`src/hdl/lcd4_pkg.sv`:
```
// shared types and constants for the 4-bit character lcd bus controller
`default_nettype none
package lcd4_pkg;

    localparam logic [7:0] CMD_CLEAR     = 8'h01;
    localparam logic [7:0] CMD_HOME      = 8'h02;
    localparam logic [7:0] DISP_CTRL_RST = 8'h0C;
    localparam logic [7:0] FUNC_SET_RST  = 8'h28;

    localparam logic [7:0] ROW_BASE [4] = '{8'h80, 8'hC0, 8'h94, 8'hD4};

    localparam logic [7:0]  STROBE_RST  = 8'd1;
    localparam logic [15:0] CMD_WAIT_RST  = 16'd40;
    localparam logic [15:0] CHAR_WAIT_RST = 16'd50;
    localparam logic [15:0] LONG_WAIT_RST = 16'd2000;
    localparam logic [15:0] PWR_WAIT_RST  = 16'd40000;

    typedef enum logic [2:0] {
        REQ_TICK   = 3'd0,
        REQ_CMD    = 3'd1,
        REQ_CHAR   = 3'd2,
        REQ_CURSOR = 3'd3,
        REQ_CLEAR  = 3'd4,
        REQ_DISP   = 3'd5,
        REQ_FUNC   = 3'd6,
        REQ_INIT   = 3'd7
    } t_req_type;

    typedef enum logic [2:0] {
        CFG_STROBE    = 3'd0,
        CFG_CMD_WAIT  = 3'd1,
        CFG_CHAR_WAIT = 3'd2,
        CFG_LONG_WAIT = 3'd3,
        CFG_PWR_WAIT  = 3'd4
    } t_cfg_idx;

    typedef enum logic [3:0] {
        PH_IDLE  = 4'd0,
        PH_POWER = 4'd1,
        PH_PH1   = 4'd2,
        PH_PL1   = 4'd3,
        PH_PH2   = 4'd4,
        PH_PL2   = 4'd5,
        PH_WHH   = 4'd6,
        PH_WHL   = 4'd7,
        PH_WLH   = 4'd8,
        PH_WLL   = 4'd9,
        PH_WAIT  = 4'd10
    } t_phase;

    typedef enum logic [1:0] {
        WS_NONE = 2'd0,
        WS_CMD  = 2'd1,
        WS_CHAR = 2'd2,
        WS_LONG = 2'd3
    } t_wait_sel;

    localparam logic [2:0] FLAG_BLINK = 3'd0;
    localparam logic [2:0] FLAG_DISP  = 3'd2;
    localparam logic [2:0] FLAG_LINES = 3'd3;
    localparam logic [2:0] FLAG_WIDTH = 3'd4;

    typedef struct packed {
        logic [2:0] req_type;
        logic [7:0] byte_value;
        logic [5:0] column;
        logic [1:0] row;
        logic [2:0] flag_select;
        logic       flag_value;
        logic       busy_in;
    } t_req;

    typedef struct packed {
        logic       reg_select;
        logic       read_write;
        logic       enable_pin;
        logic [3:0] data_nibble;
        logic       data_drive;
        logic       ready_res;
        logic       rejected;
    } t_res;

    typedef struct packed {
        logic [7:0]  strobe_ticks;
        logic [15:0] command_wait_ticks;
        logic [15:0] char_wait_ticks;
        logic [15:0] long_wait_ticks;
        logic [15:0] powerup_wait_ticks;
    } t_cfg;

endpackage
`default_nettype wire

```
`src/hdl/lcd4_if.sv`:
```
// valid/ready channel interfaces for requests and pin-level results
`default_nettype none
interface lcd4_req_if;
    import lcd4_pkg::*;
    logic valid;
    logic ready;
    t_req data;
    modport source (output valid, output data, input ready);
    modport sink (input valid, input data, output ready);
endinterface

interface lcd4_res_if;
    import lcd4_pkg::*;
    logic valid;
    logic ready;
    t_res data;
    modport source (output valid, output data, input ready);
    modport sink (input valid, input data, output ready);
endinterface
`default_nettype wire

```
`src/hdl/lcd4_cfg.sv`:
```
// configuration register bank with plain write port
`default_nettype none
module lcd4_cfg (
    input  wire logic        i_clk,
    input  wire logic        i_rst_n,
    input  wire logic        i_cfg_we,
    input  wire logic [2:0]  i_cfg_idx,
    input  wire logic [15:0] i_cfg_data,
    output lcd4_pkg::t_cfg   o_cfg
);
    import lcd4_pkg::*;

    t_cfg r_cfg;
    t_cfg n_cfg;

    always_comb begin
        n_cfg = r_cfg;
        if (i_cfg_we) begin
            case (t_cfg_idx'(i_cfg_idx))
                CFG_STROBE:    n_cfg.strobe_ticks       = i_cfg_data[7:0];
                CFG_CMD_WAIT:  n_cfg.command_wait_ticks = i_cfg_data;
                CFG_CHAR_WAIT: n_cfg.char_wait_ticks    = i_cfg_data;
                CFG_LONG_WAIT: n_cfg.long_wait_ticks    = i_cfg_data;
                CFG_PWR_WAIT:  n_cfg.powerup_wait_ticks = i_cfg_data;
                default:       n_cfg = r_cfg;
            endcase
        end
    end

    always_ff @(posedge i_clk) begin
        if (!i_rst_n) begin
            r_cfg.strobe_ticks       <= STROBE_RST;
            r_cfg.command_wait_ticks <= CMD_WAIT_RST;
            r_cfg.char_wait_ticks    <= CHAR_WAIT_RST;
            r_cfg.long_wait_ticks    <= LONG_WAIT_RST;
            r_cfg.powerup_wait_ticks <= PWR_WAIT_RST;
        end else begin
            r_cfg <= n_cfg;
        end
    end

    assign o_cfg = r_cfg;
endmodule
`default_nettype wire

```
`src/hdl/lcd4_core.sv`:
```
// sequencer state and single-pass update for one request or tick
`default_nettype none
module lcd4_core #(
    parameter int NUM_ROWS = 4
) (
    input  wire logic      i_clk,
    input  wire logic      i_rst_n,
    input  wire logic      i_accept,
    input  lcd4_pkg::t_req i_req,
    input  lcd4_pkg::t_cfg i_cfg,
    output lcd4_pkg::t_res o_res
);
    import lcd4_pkg::*;

    localparam logic [1:0] LastRow = 2'(NUM_ROWS - 1);

    t_phase     r_phase, n_phase;
    logic [2:0] r_sequence_step, n_sequence_step;
    logic [7:0] r_pending_byte, n_pending_byte;
    logic       r_pending_is_data, n_pending_is_data;
    logic [15:0] r_wait_count, n_wait_count;
    logic [7:0] r_strobe_count, n_strobe_count;
    logic       r_busy_seen, n_busy_seen;
    logic [7:0] r_display_control, n_display_control;
    logic [7:0] r_function_set, n_function_set;
    t_wait_sel  r_wait_sel, n_wait_sel;

    logic       v_start;
    logic       v_finish;
    logic [1:0] v_row;
    logic [15:0] v_wait;
    logic [7:0] v_strobe_m1;

    always_comb begin
        n_phase           = r_phase;
        n_sequence_step   = r_sequence_step;
        n_pending_byte    = r_pending_byte;
        n_pending_is_data = r_pending_is_data;
        n_wait_count      = r_wait_count;
        n_strobe_count    = r_strobe_count;
        n_busy_seen       = r_busy_seen;
        n_display_control = r_display_control;
        n_function_set    = r_function_set;
        n_wait_sel        = r_wait_sel;
        v_start  = 1'b0;
        v_finish = 1'b0;
        v_row    = (i_req.row > LastRow) ? LastRow : i_req.row;
        v_wait   = 16'd0;
        v_strobe_m1 = (i_cfg.strobe_ticks == 8'd0) ? 8'd0 : i_cfg.strobe_ticks - 8'd1;
        o_res = '0;
        o_res.data_drive = 1'b1;

        if (r_phase == PH_IDLE) begin
            if (t_req_type'(i_req.req_type) != REQ_TICK) begin
                n_pending_byte    = i_req.byte_value;
                n_pending_is_data = 1'b0;
                n_sequence_step   = 3'd0;
                n_wait_sel        = WS_CMD;
                v_start           = 1'b1;
                unique case (t_req_type'(i_req.req_type))
                    REQ_TICK: v_start = 1'b0;
                    REQ_CMD: n_wait_sel = WS_NONE;
                    REQ_CHAR: begin
                        n_pending_is_data = 1'b1;
                        n_wait_sel        = WS_CHAR;
                    end
                    REQ_CURSOR: n_pending_byte = ROW_BASE[v_row] + {2'b00, i_req.column};
                    REQ_CLEAR: begin
                        n_pending_byte  = CMD_CLEAR;
                        n_wait_sel      = WS_LONG;
                        n_sequence_step = 3'd1;
                    end
                    REQ_DISP: begin
                        if (i_req.flag_select <= FLAG_DISP)
                            n_display_control[i_req.flag_select] = i_req.flag_value;
                        n_pending_byte = n_display_control;
                    end
                    REQ_FUNC: begin
                        if (i_req.flag_select == FLAG_LINES || i_req.flag_select == FLAG_WIDTH)
                            n_function_set[i_req.flag_select] = i_req.flag_value;
                        n_pending_byte = n_function_set;
                    end
                    REQ_INIT: begin
                        n_pending_byte  = CMD_HOME;
                        n_wait_sel      = WS_LONG;
                        n_sequence_step = 3'd4;
                        if (i_cfg.powerup_wait_ticks != 16'd0) begin
                            v_start      = 1'b0;
                            n_phase      = PH_POWER;
                            n_wait_count = i_cfg.powerup_wait_ticks - 16'd1;
                        end
                    end
                endcase
            end
        end else begin
            o_res.rejected = (t_req_type'(i_req.req_type) != REQ_TICK);
            if (r_phase == PH_POWER || r_phase == PH_WAIT) begin
                if (r_wait_count != 16'd0)
                    n_wait_count = r_wait_count - 16'd1;
                else if (r_phase == PH_POWER)
                    v_start = 1'b1;
                else
                    v_finish = 1'b1;
            end else if (r_strobe_count != 8'd0) begin
                n_strobe_count = r_strobe_count - 8'd1;
            end else begin
                n_strobe_count = v_strobe_m1;
                unique case (r_phase)
                    PH_PH1: begin
                        n_busy_seen = i_req.busy_in;
                        n_phase     = PH_PL1;
                    end
                    PH_PL1: n_phase = PH_PH2;
                    PH_PH2: n_phase = PH_PL2;
                    PH_PL2: n_phase = r_busy_seen ? PH_PH1 : PH_WHH;
                    PH_WHH: n_phase = PH_WHL;
                    PH_WHL: n_phase = PH_WLH;
                    PH_WLH: n_phase = PH_WLL;
                    PH_WLL: begin
                        n_strobe_count = r_strobe_count;
                        unique case (r_wait_sel)
                            WS_NONE: v_wait = 16'd0;
                            WS_CMD:  v_wait = i_cfg.command_wait_ticks;
                            WS_CHAR: v_wait = i_cfg.char_wait_ticks;
                            WS_LONG: v_wait = i_cfg.long_wait_ticks;
                        endcase
                        if (v_wait == 16'd0) begin
                            v_finish = 1'b1;
                        end else begin
                            n_phase      = PH_WAIT;
                            n_wait_count = v_wait - 16'd1;
                        end
                    end
                    PH_IDLE, PH_POWER, PH_WAIT: begin
                        n_strobe_count = r_strobe_count;
                        n_phase        = PH_IDLE;
                    end
                endcase
            end
        end

        if (v_finish) begin
            if (r_sequence_step == 3'd0) begin
                n_phase = PH_IDLE;
            end else begin
                priority case (r_sequence_step)
                    3'd4: begin
                        n_pending_byte = r_function_set;
                        n_wait_sel     = WS_CMD;
                    end
                    3'd3: begin
                        n_pending_byte = r_display_control;
                        n_wait_sel     = WS_CMD;
                    end
                    3'd2: begin
                        n_pending_byte = CMD_CLEAR;
                        n_wait_sel     = WS_LONG;
                    end
                    default: begin
                        n_pending_byte = CMD_HOME;
                        n_wait_sel     = WS_LONG;
                    end
                endcase
                n_pending_is_data = 1'b0;
                n_sequence_step   = r_sequence_step - 3'd1;
                v_start           = 1'b1;
            end
        end

        if (v_start) begin
            n_busy_seen    = 1'b1;
            n_phase        = PH_PH1;
            n_strobe_count = v_strobe_m1;
        end

        unique case (n_phase)
            PH_PH1, PH_PL1, PH_PH2, PH_PL2: begin
                o_res.read_write = 1'b1;
                o_res.data_drive = 1'b0;
                o_res.enable_pin = (n_phase == PH_PH1 || n_phase == PH_PH2);
            end
            PH_WHH, PH_WHL, PH_WLH, PH_WLL, PH_WAIT: begin
                o_res.reg_select  = n_pending_is_data;
                o_res.enable_pin  = (n_phase == PH_WHH || n_phase == PH_WLH);
                o_res.data_nibble = (n_phase == PH_WHH || n_phase == PH_WHL) ?
                                    n_pending_byte[7:4] : n_pending_byte[3:0];
            end
            PH_IDLE, PH_POWER: o_res.data_nibble = 4'd0;
        endcase
        o_res.ready_res = (n_phase == PH_IDLE);
    end

    always_ff @(posedge i_clk) begin
        if (!i_rst_n) begin
            r_phase           <= PH_IDLE;
            r_sequence_step   <= 3'd0;
            r_pending_byte    <= 8'd0;
            r_pending_is_data <= 1'b0;
            r_wait_count      <= 16'd0;
            r_strobe_count    <= 8'd0;
            r_busy_seen       <= 1'b1;
            r_display_control <= DISP_CTRL_RST;
            r_function_set    <= FUNC_SET_RST;
            r_wait_sel        <= WS_NONE;
        end else if (i_accept) begin
            r_phase           <= n_phase;
            r_sequence_step   <= n_sequence_step;
            r_pending_byte    <= n_pending_byte;
            r_pending_is_data <= n_pending_is_data;
            r_wait_count      <= n_wait_count;
            r_strobe_count    <= n_strobe_count;
            r_busy_seen       <= n_busy_seen;
            r_display_control <= n_display_control;
            r_function_set    <= n_function_set;
            r_wait_sel        <= n_wait_sel;
        end
    end

    a_idle_no_seq: assert property (@(posedge i_clk) disable iff (!i_rst_n)
        r_phase == PH_IDLE |-> r_sequence_step == 3'd0)
        else $error("sequence pending while idle");

    a_req_leaves_idle: assert property (@(posedge i_clk) disable iff (!i_rst_n)
        i_accept && r_phase == PH_IDLE && t_req_type'(i_req.req_type) != REQ_TICK
        |=> r_phase != PH_IDLE)
        else $error("accepted request did not start");

    a_wait_holds: assert property (@(posedge i_clk) disable iff (!i_rst_n)
        i_accept && r_phase == PH_WAIT && r_wait_count != 16'd0 |=> r_phase == PH_WAIT)
        else $error("wait ended early");

    a_reject_busy: assert property (@(posedge i_clk) disable iff (!i_rst_n)
        o_res.rejected |-> r_phase != PH_IDLE)
        else $error("request rejected while idle");
endmodule
`default_nettype wire

```
`src/hdl/lcd4_skid.sv`:
```
// two-entry result buffer, output register plus skid register
`default_nettype none
module lcd4_skid (
    input  wire logic      i_clk,
    input  wire logic      i_rst_n,
    input  wire logic      i_valid,
    output logic           o_ready,
    input  lcd4_pkg::t_res i_data,
    output logic           o_valid,
    input  wire logic      i_ready,
    output lcd4_pkg::t_res o_data
);
    import lcd4_pkg::*;

    logic r_out_valid, r_skid_valid;
    t_res r_out_data, r_skid_data;
    logic v_push;

    assign o_ready = !r_skid_valid;
    assign v_push  = i_valid && !r_skid_valid;

    always_ff @(posedge i_clk) begin
        if (!i_rst_n) begin
            r_out_valid  <= 1'b0;
            r_skid_valid <= 1'b0;
        end else begin
            if (r_skid_valid) begin
                if (i_ready) begin
                    r_out_valid  <= 1'b1;
                    r_skid_valid <= 1'b0;
                end
            end else if (v_push) begin
                if (!r_out_valid || i_ready) begin
                    r_out_valid <= 1'b1;
                end else begin
                    r_skid_valid <= 1'b1;
                end
            end else if (i_ready) begin
                r_out_valid <= 1'b0;
            end
        end
    end

    always_ff @(posedge i_clk) begin
        if (r_skid_valid && i_ready)
            r_out_data <= r_skid_data;
        else if (v_push && (!r_out_valid || i_ready))
            r_out_data <= i_data;
        if (v_push && r_out_valid && !i_ready)
            r_skid_data <= i_data;
    end

    assign o_valid = r_out_valid;
    assign o_data  = r_out_data;

    a_skid_behind_out: assert property (@(posedge i_clk) disable iff (!i_rst_n)
        r_skid_valid |-> r_out_valid)
        else $error("skid entry without output entry");

    a_skid_holds: assert property (@(posedge i_clk) disable iff (!i_rst_n)
        r_skid_valid && !i_ready |=> r_skid_valid && $stable(r_skid_data))
        else $error("skid entry lost");

    a_fill_on_stall: assert property (@(posedge i_clk) disable iff (!i_rst_n)
        v_push && r_out_valid && !i_ready |=> r_skid_valid)
        else $error("transfer dropped on stall");
endmodule
`default_nettype wire

```
`src/hdl/char_lcd_4bit_bus_controller.sv`:
```
// top level of the 4-bit character lcd bus controller
// the pin levels for an item are registered in the result buffer before they reach o_res
// throughput: one request or tick per cycle while i_req is ready (single-pass update)
// a stalled o_res is absorbed by a two-entry result buffer before i_req stalls
// reset (synchronous, active low): sequencer idle, flags 0x0C and 0x28, timing registers
// back to 1, 40, 50, 2000 and 40000 ticks, result buffer empty
`default_nettype none
module char_lcd_4bit_bus_controller #(
    parameter int NUM_ROWS = 4
) (
    input  wire logic        i_clk,
    input  wire logic        i_rst_n,
    lcd4_req_if.sink         i_req,
    lcd4_res_if.source       o_res,
    input  wire logic        i_cfg_we,
    input  wire logic [2:0]  i_cfg_idx,
    input  wire logic [15:0] i_cfg_data
);
    import lcd4_pkg::*;

    t_cfg w_cfg;
    t_res w_res;
    logic w_buf_ready;
    logic w_accept;

    assign i_req.ready = w_buf_ready;
    assign w_accept    = i_req.valid && w_buf_ready;

    lcd4_cfg u_cfg (
        .i_clk      (i_clk),
        .i_rst_n    (i_rst_n),
        .i_cfg_we   (i_cfg_we),
        .i_cfg_idx  (i_cfg_idx),
        .i_cfg_data (i_cfg_data),
        .o_cfg      (w_cfg)
    );

    lcd4_core #(
        .NUM_ROWS (NUM_ROWS)
    ) u_core (
        .i_clk    (i_clk),
        .i_rst_n  (i_rst_n),
        .i_accept (w_accept),
        .i_req    (i_req.data),
        .i_cfg    (w_cfg),
        .o_res    (w_res)
    );

    lcd4_skid u_skid (
        .i_clk   (i_clk),
        .i_rst_n (i_rst_n),
        .i_valid (i_req.valid),
        .o_ready (w_buf_ready),
        .i_data  (w_res),
        .o_valid (o_res.valid),
        .i_ready (o_res.ready),
        .o_data  (o_res.data)
    );
endmodule
`default_nettype wire

```
`src/flat_wrapper.sv`:
```
// flat-port wrapper written by rule: the top's interface ports become plain ports
module char_lcd_4bit_bus_controller_flat import lcd4_pkg::*;
#(
    parameter int NUM_ROWS = 4
)
  (i_clk, i_rst_n, i_cfg_we, i_cfg_idx, i_cfg_data, i_req_valid, i_req_data, i_req_ready, o_res_valid, o_res_data, o_res_ready);
  lcd4_req_if i_req_i ();
  lcd4_res_if o_res_i ();
  input  wire logic i_clk;
  input  wire logic i_rst_n;
  input  wire logic i_cfg_we;
  input  wire logic [2:0] i_cfg_idx;
  input  wire logic [15:0] i_cfg_data;
  input wire logic [$bits(i_req_i.valid)-1:0] i_req_valid;
  input wire logic [$bits(i_req_i.data)-1:0] i_req_data;
  output wire logic [$bits(i_req_i.ready)-1:0] i_req_ready;
  output wire logic [$bits(o_res_i.valid)-1:0] o_res_valid;
  output wire logic [$bits(o_res_i.data)-1:0] o_res_data;
  input wire logic [$bits(o_res_i.ready)-1:0] o_res_ready;
  assign i_req_i.valid = i_req_valid;
  assign i_req_i.data = i_req_data;
  assign i_req_ready = i_req_i.ready;
  assign o_res_valid = o_res_i.valid;
  assign o_res_data = o_res_i.data;
  assign o_res_i.ready = o_res_ready;
  char_lcd_4bit_bus_controller #(.NUM_ROWS(NUM_ROWS)) u_core (.i_clk(i_clk), .i_rst_n(i_rst_n), .i_req(i_req_i), .o_res(o_res_i), .i_cfg_we(i_cfg_we), .i_cfg_idx(i_cfg_idx), .i_cfg_data(i_cfg_data));
endmodule
```
`config.mk`:
```
export PLATFORM = sky130hd
export DESIGN_NAME = char_lcd_4bit_bus_controller_flat
export DESIGN_NICKNAME = d
export VERILOG_FILES = /design/src/hdl/lcd4_pkg.sv /design/src/hdl/lcd4_if.sv /design/src/hdl/lcd4_cfg.sv /design/src/hdl/lcd4_core.sv /design/src/hdl/lcd4_skid.sv /design/src/hdl/char_lcd_4bit_bus_controller.sv /design/src/flat_wrapper.sv
export SDC_FILE = /design/constraint.sdc
export NUM_CORES = 1
export LEC_CHECK = 0
export ABC_AREA = 1
export ABC_CLOCK_PERIOD_IN_PS = 2800
export BUFFER_PORTS_ARGS = -buffer_cell sky130_fd_sc_hd__buf_2
export CAP_MARGIN = 20
export CELL_PAD_IN_SITES_DETAIL_PLACEMENT = 1
export CELL_PAD_IN_SITES_GLOBAL_PLACEMENT = 1
export CORE_ASPECT_RATIO = 0.6
export CORE_MARGIN = 5
export CORE_UTILIZATION = 44
export CTS_BUF_LIST = sky130_fd_sc_hd__clkbuf_8 sky130_fd_sc_hd__clkbuf_16
export DETAILED_ROUTE_END_ITERATION = 16
export MAX_ROUTING_LAYER = met4
export PLACE_DENSITY = 0.91
export SYNTH_ARGS = -nofsm -noshare
export SYNTH_HDL_FRONTEND = slang
export SYNTH_HIERARCHICAL = 1
export SYNTH_SLANG_ARGS = --single-unit
```
`constraint.sdc`:
```
create_clock -name i_clk -period 2.8 [get_ports i_clk]
set_clock_uncertainty 0.2 [all_clocks]
set_input_delay 0.14 -clock i_clk [delete_from_list [all_inputs] [get_ports i_clk]]
set_output_delay 0.14 -clock i_clk [all_outputs]
set_load 0.05 [all_outputs]
```
Yosys cells after proc, flatten, opt, wreduce, memory -nomap -nowiden --
Cells that the tools add are included.
Storage, ports and cells: bits in registers 153, word-level logic and storage cells 251
Cells by class: add/subtract/negate cells 7, order comparisons 5, eq/ne operators 50, multiplexer cells 109, bitwise gates (word level) 1, reductions and logical operators 48
Operator list (number):
- two-way mux 16 bit | 13
- two-way mux 8 bit | 20
- one-hot mux 16 bit (4 select lines) | 1
- two-way mux 4 bit | 12
- subtractor 16 x 1 -> 16 bit (second input constant) | 3
- one-hot mux 8 bit (5 select lines) | 1
- two-way mux 1 bit | 39
- one-hot mux 4 bit (9 select lines) | 1
- equality test 4 x 3 -> 1 bit (second input constant) | 8
- nonzero test 16 bit | 2
- equality test 4 bit (second input constant) | 6
- one-hot mux 8 bit (3 select lines) | 1
- equality test 3 x 2 -> 1 bit (second input constant) | 7
- equality test 3 bit (second input constant) | 7
- two-way mux 10 bit | 2
- binary-select mux 8 bit (select 2 bit) | 1
- bitwise mux 8 bit | 2
- equality test 4 x 2 -> 1 bit (second input constant) | 4
- zero test 16 bit | 1
- subtractor 8 x 1 -> 8 bit (second input constant) | 2
- two-way mux 3 bit | 5
- two-way mux 2 bit | 6
- AND reduction 4 bit | 3
- AND reduction 2 bit | 5
- other kinds (38) | 68

Logic depth before layout (Yosys ltp) --
depth after elaboration 21, depth in mapped cells 19, gate-level depth less buffers 18

Modules after synthesis --
The synthesis kept the hierarchy.
By module, submodules not included:
- lcd4_core | times used 1, cells an instance 868, area each 5018.6 µm², seq. area each 1181.1 µm²
- lcd4_cfg | times used 1, cells an instance 408, area each 2911.5 µm², seq. area each 1441.4 µm²
- lcd4_skid | times used 1, cells an instance 73, area each 865.8 µm², seq. area each 640.6 µm²
- char_lcd_4bit_bus_controller | times used 1, cells an instance 2, area each 7.5 µm², seq. area each 0.0 µm²

Least setup slack after synthesis --
No wires, ideal clock.
kind flip-flop to flip-flop, from register u_core.u_core.r_strobe_count[0], to register u_core.u_skid.r_out_data (netlist bit u_core/u_skid/o_data[2]) (data pin), library setup time 0.252 ns, arrival time 1.947 ns, data required time 2.348 ns, setup slack 0.401 ns, cell stages (with the launch flop) 18, path buffers 0, path through dfxtp_1 -> inv_1 -> ha_1 -> nand2_1 -> nor2_4 -> inv_2 -> nor3_1 -> nand4_1 -> nand2_2 -> nand2_1 -> nand2_1 -> nor2_1 -> inv_1 -> nand3_1 -> nand2_1 -> inv_1 -> nand2_1 -> nand2_1
RTL lines:
- start, declared | line lcd4_core.sv:22 | logic [7:0] r_strobe_count, n_strobe_count;
- start signal, assigned | line lcd4_core.sv:211 | r_strobe_count <= n_strobe_count;
- end signal, assigned | line lcd4_skid.sv:46 | r_out_data <= r_skid_data;
- end signal, assigned | line lcd4_skid.sv:48 | r_out_data <= i_data;
- end, declared | line lcd4_skid.sv:16 | t_res r_out_data, r_skid_data;

==> results.md <==
- Worst Reg-to-Reg Cells: 17
- Area of the multi-input gates: slightly above 5000 µm²
- Initial antenna violation count: 1
- Peak VDD IR: roughly 0.53 mV
- Top-count cell post-synth: nand2_1
- Clock sink total: 153
- Final Hold Viols: 0
- Number of buffers created by CTS: 17
- Clk buf depth: 2
- Worst Path Required: slightly below 3 ns
- Asr flop ratio synth: 0%
- Initial core utilization: 44.4%
- First DRT Iteration DRCs: approximately 1.7k
- Most area-consuming cells after synthesis: dfxtp_1, nand2_1, nor2_1
- DR vias: between 10k and 15k
- Tmin final: roughly 3.0 ns
- Critical Path AT: 3.07 ns
- Power per standard cell area: between 700 and 800 nW/µm²
- DP HPWL: approximately 23000 µm
- Tot GR Track Use: a little under 30%
- Crit. End Element: flip-flop
- Pin count of the biggest net entering global routing: 55
- Post-Syn Nets: 1409
- Slew margin rel.: roughly 52%
- Final wirelength: 40300 µm
- Die Area: 23000 µm²
- I/O pins: 60
- Syn_area_per_cell: 6.52 µm²
- Setup CP Type: flip-flop to flip-flop
- PortBufs: between 50 and 60
- Max-cap check violation count: 0
- Post-synth EDFFs: 20
- Hold Path Class: input pin to flip-flop
- Startpoint types: flip-flop
- Seq/Total Area, Yosys: approximately 37%
- Chip width: about 190 µm
- Critical-path maximum fanout: 6
- H-tree lvl count: 4
- Core ar.: 19800 µm²
- Yosys cell types: 45
- Share of cells above drive strength 1: 18.9%
- DRC: 0
- Vias in the first global route: 9739
- Clk Latency, worst-skew pair: 0.45 ns
- Seq cells post-synth: ~150
- Final setup violation count: 38
- Top FF cell, synth: dfxtp_1
- Critical Path End: u_core/u_skid/o_data[6]
- Pre-CTS setup slack: -0.128 ns
- Vias per cell: ~6.1
- Post-synth top area cell: dfxtp_1
- Flop-to-flop setup slack: -0.16 ns
- Placed cell area: 9390 µm²
- Worst Setup SP: u_core/u_core/r_wait_sel[0]
- GPL Wtd Cong: 1.00
- LEAKAGE: slightly above 5 nW
- R2R Path Start: u_core/u_core/r_wait_sel[0]
- Nets@finish: roughly 1.5k
- Commonest cells post-synth: nand2_1, nor2_1, nand3_1
- Mapped Area: around 8800 µm²
- Share of the synthesized area in the top cell type: between 30% and 40%
- CTS tree: done
- Grt ovf: 0
- Hold depth: 3
- FF+latch area: between 3000 and 4000 µm²
- Worst r2r dst: u_core/u_skid/o_data[6]
- Final Instance Area: about 11000 µm²
- Root Buffer: clkbuf_16
- Worst Setup Slack, final: -0.160 ns
- First-pass GRT wire length: between 50000 and 60000 µm
- Failing checks: setup timing
- Max Transition Viols Final: 0
- Fmax: ~340 MHz
- Routed length per instance: ~23 µm
- Reg clk slew, reported paths: roughly 0.070 ns
- Status: complete, but fails checks
- Least-Margin Pin Slew: about 0.71 ns
- RSZ-0062 raised after global routing: true
- YS warnings: 6
- Rows: 40
- Chip height: ~120 µm
- Fill count: approximately 2.6k
- Drt pass-1 iters: 6
- Period utilization: 106%
- Synth Instances: around 1.4k
- Synthesis-to-finish area growth: 24.0%
- Antenna-violating nets left: 0
==> logic make-up (layout without fill, tap and decap cells) <==
group / count (synthesis) / in the layout / synth area share (%)
other: 0 / 1 / 0
buffers and inverters: 197 / 315 / 9.75
AND/OR/NAND/NOR: 805 / 808 / 39.1
AO/OA/AOI/OAI: 170 / 170 / 11.1
multiplexers: 1 / 1 / 0.114
adder cells (fa/ha/maj): 10 / 10 / 1.42
XOR/XNOR: 15 / 15 / 1.49
flip-flops: 153 / 153 / 37.1
==> power breakdown <==
group          internal, mW  switching (mW)
Sequential             2.48           0.163
Clock                  1.58            1.03
Combinational          1.06            2.39
Total                  5.12            3.59
==> worst max-delay path: stages, from the launching register on <==
cell and delay (ns):
dfxtp_4 0.40, buf_6 0.16, nor2_4 0.07, nand2_1 0.14, nand3_4 0.09, nor2_1 0.15, nand2_1 0.12, nor2_4 0.18
nand4_1 0.18, nand2_4 0.21, nand2_8 0.13, inv_8 0.09, nand2_1 0.07, o21ai_0 0.22, nand2_1 0.14, o21ai_2 0.11
nand2_1 0.07, nand2_1 0.07
==> layer usage <==
| metal | track usage [%] | vias up | wire [µm] |
|---|---|---|---|
| met4 | 7.35 | 0 | 1730 |
| met5 | - | - | 0 |
| met2 | 42.1 | 794 | 17400 |
| met3 | 7.79 | 204 | 4650 |
| met1 | 41.3 | 5130 | 16500 |
| li1 | - | 4567 | - |
==> worst min path at each step <==
stage | start | end | slack [ns]
detailed placement | i_cfg_data[3] | u_core/u_cfg/o_cfg[51] | 0.17
CTS | i_req_data[1] | u_core/u_core/r_display_control[0] | 0.004
floorplan | i_rst_n | u_core/u_skid/o_valid | 0.04
finish | i_req_data[1] | u_core/u_core/r_function_set[4] | 0.02
global placement | i_cfg_data[0] | u_core/u_cfg/o_cfg[64] | 0.16
global route | i_req_data[1] | u_core/u_core/r_display_control[0] | 0.03
==> repair_timing <==
action / 4_1_cts / 5_1_grt
setup buffers: 4 / 19
setup endpoints to repair: 31 / 39
pin swaps: 7 / 35
gates cloned: 3 / 2
endpoints found under the hold margin: 96 / 0
hold buffers: 20 / 0
gates resized for setup: 23 / 95
==> state kept, by name, summed over array words and instances (netlist names) <==
name / cells
u_core/u_cfg/o_cfg: 72
u_core/u_core/r_busy_seen: 1
u_core/u_core/r_display_control: 8
u_core/u_core/r_function_set: 8
u_core/u_core/r_pending_byte: 8
u_core/u_core/r_pending_is_data: 1
u_core/u_core/r_phase: 4
u_core/u_core/r_sequence_step: 3
u_core/u_core/r_strobe_count: 8
u_core/u_core/r_wait_count: 16
u_core/u_core/r_wait_sel: 2
u_core/u_skid/o_data: 10
u_core/u_skid/o_valid: 1
u_core/u_skid/r_skid_data: 10
u_core/u_skid/r_skid_valid: 1
==> metrics by stage <==
stage	std cells	util [%]	power [mW]	setup TNS, ns	hold WS [ns]
5_1_grt	1746	55.1	9.00	-3.74	0.0347
2_1_floorplan	1351	-	4.53	0	0.0376
6_report	1746	55.1	8.70	-2.76	0.0239
3_5_place_dp	1665	47.4	5.39	-0.576	0.165
3_3_place_gp	1665	47.4	5.27	0	0.159
4_1_cts	1724	52.5	8.10	0	0.00352
==> final cells by class <==
class                   count  area share [%]
clock buffers              19            4.25
repair buffers            137            9.03
clock inverters            13            1.72
inverters                 144            5.19
diodes                      1          0.0229
repair inverters            2           0.126
flip-flops and latches    153            30.0
multi-input cells        1004            46.5
well taps                 273            3.13
==> placed cells by master (no fill, tap or decap), types with 18 or more instances in the layout <==
master and count:
dfxtp_1 127, nand2_2 22, o21ai_0 72, clkbuf_16 18, nand3_1 142, edfxtp_1 20, nand2_1 331, nor2_4 19
inv_1 130, nor2_1 221, buf_4 53, nor2_2 18, dlygate4sd3_1 20, a21oi_1 41, buf_2 58, nand3_2 19
No activity file was read; power rests on OpenSTA's default activity.
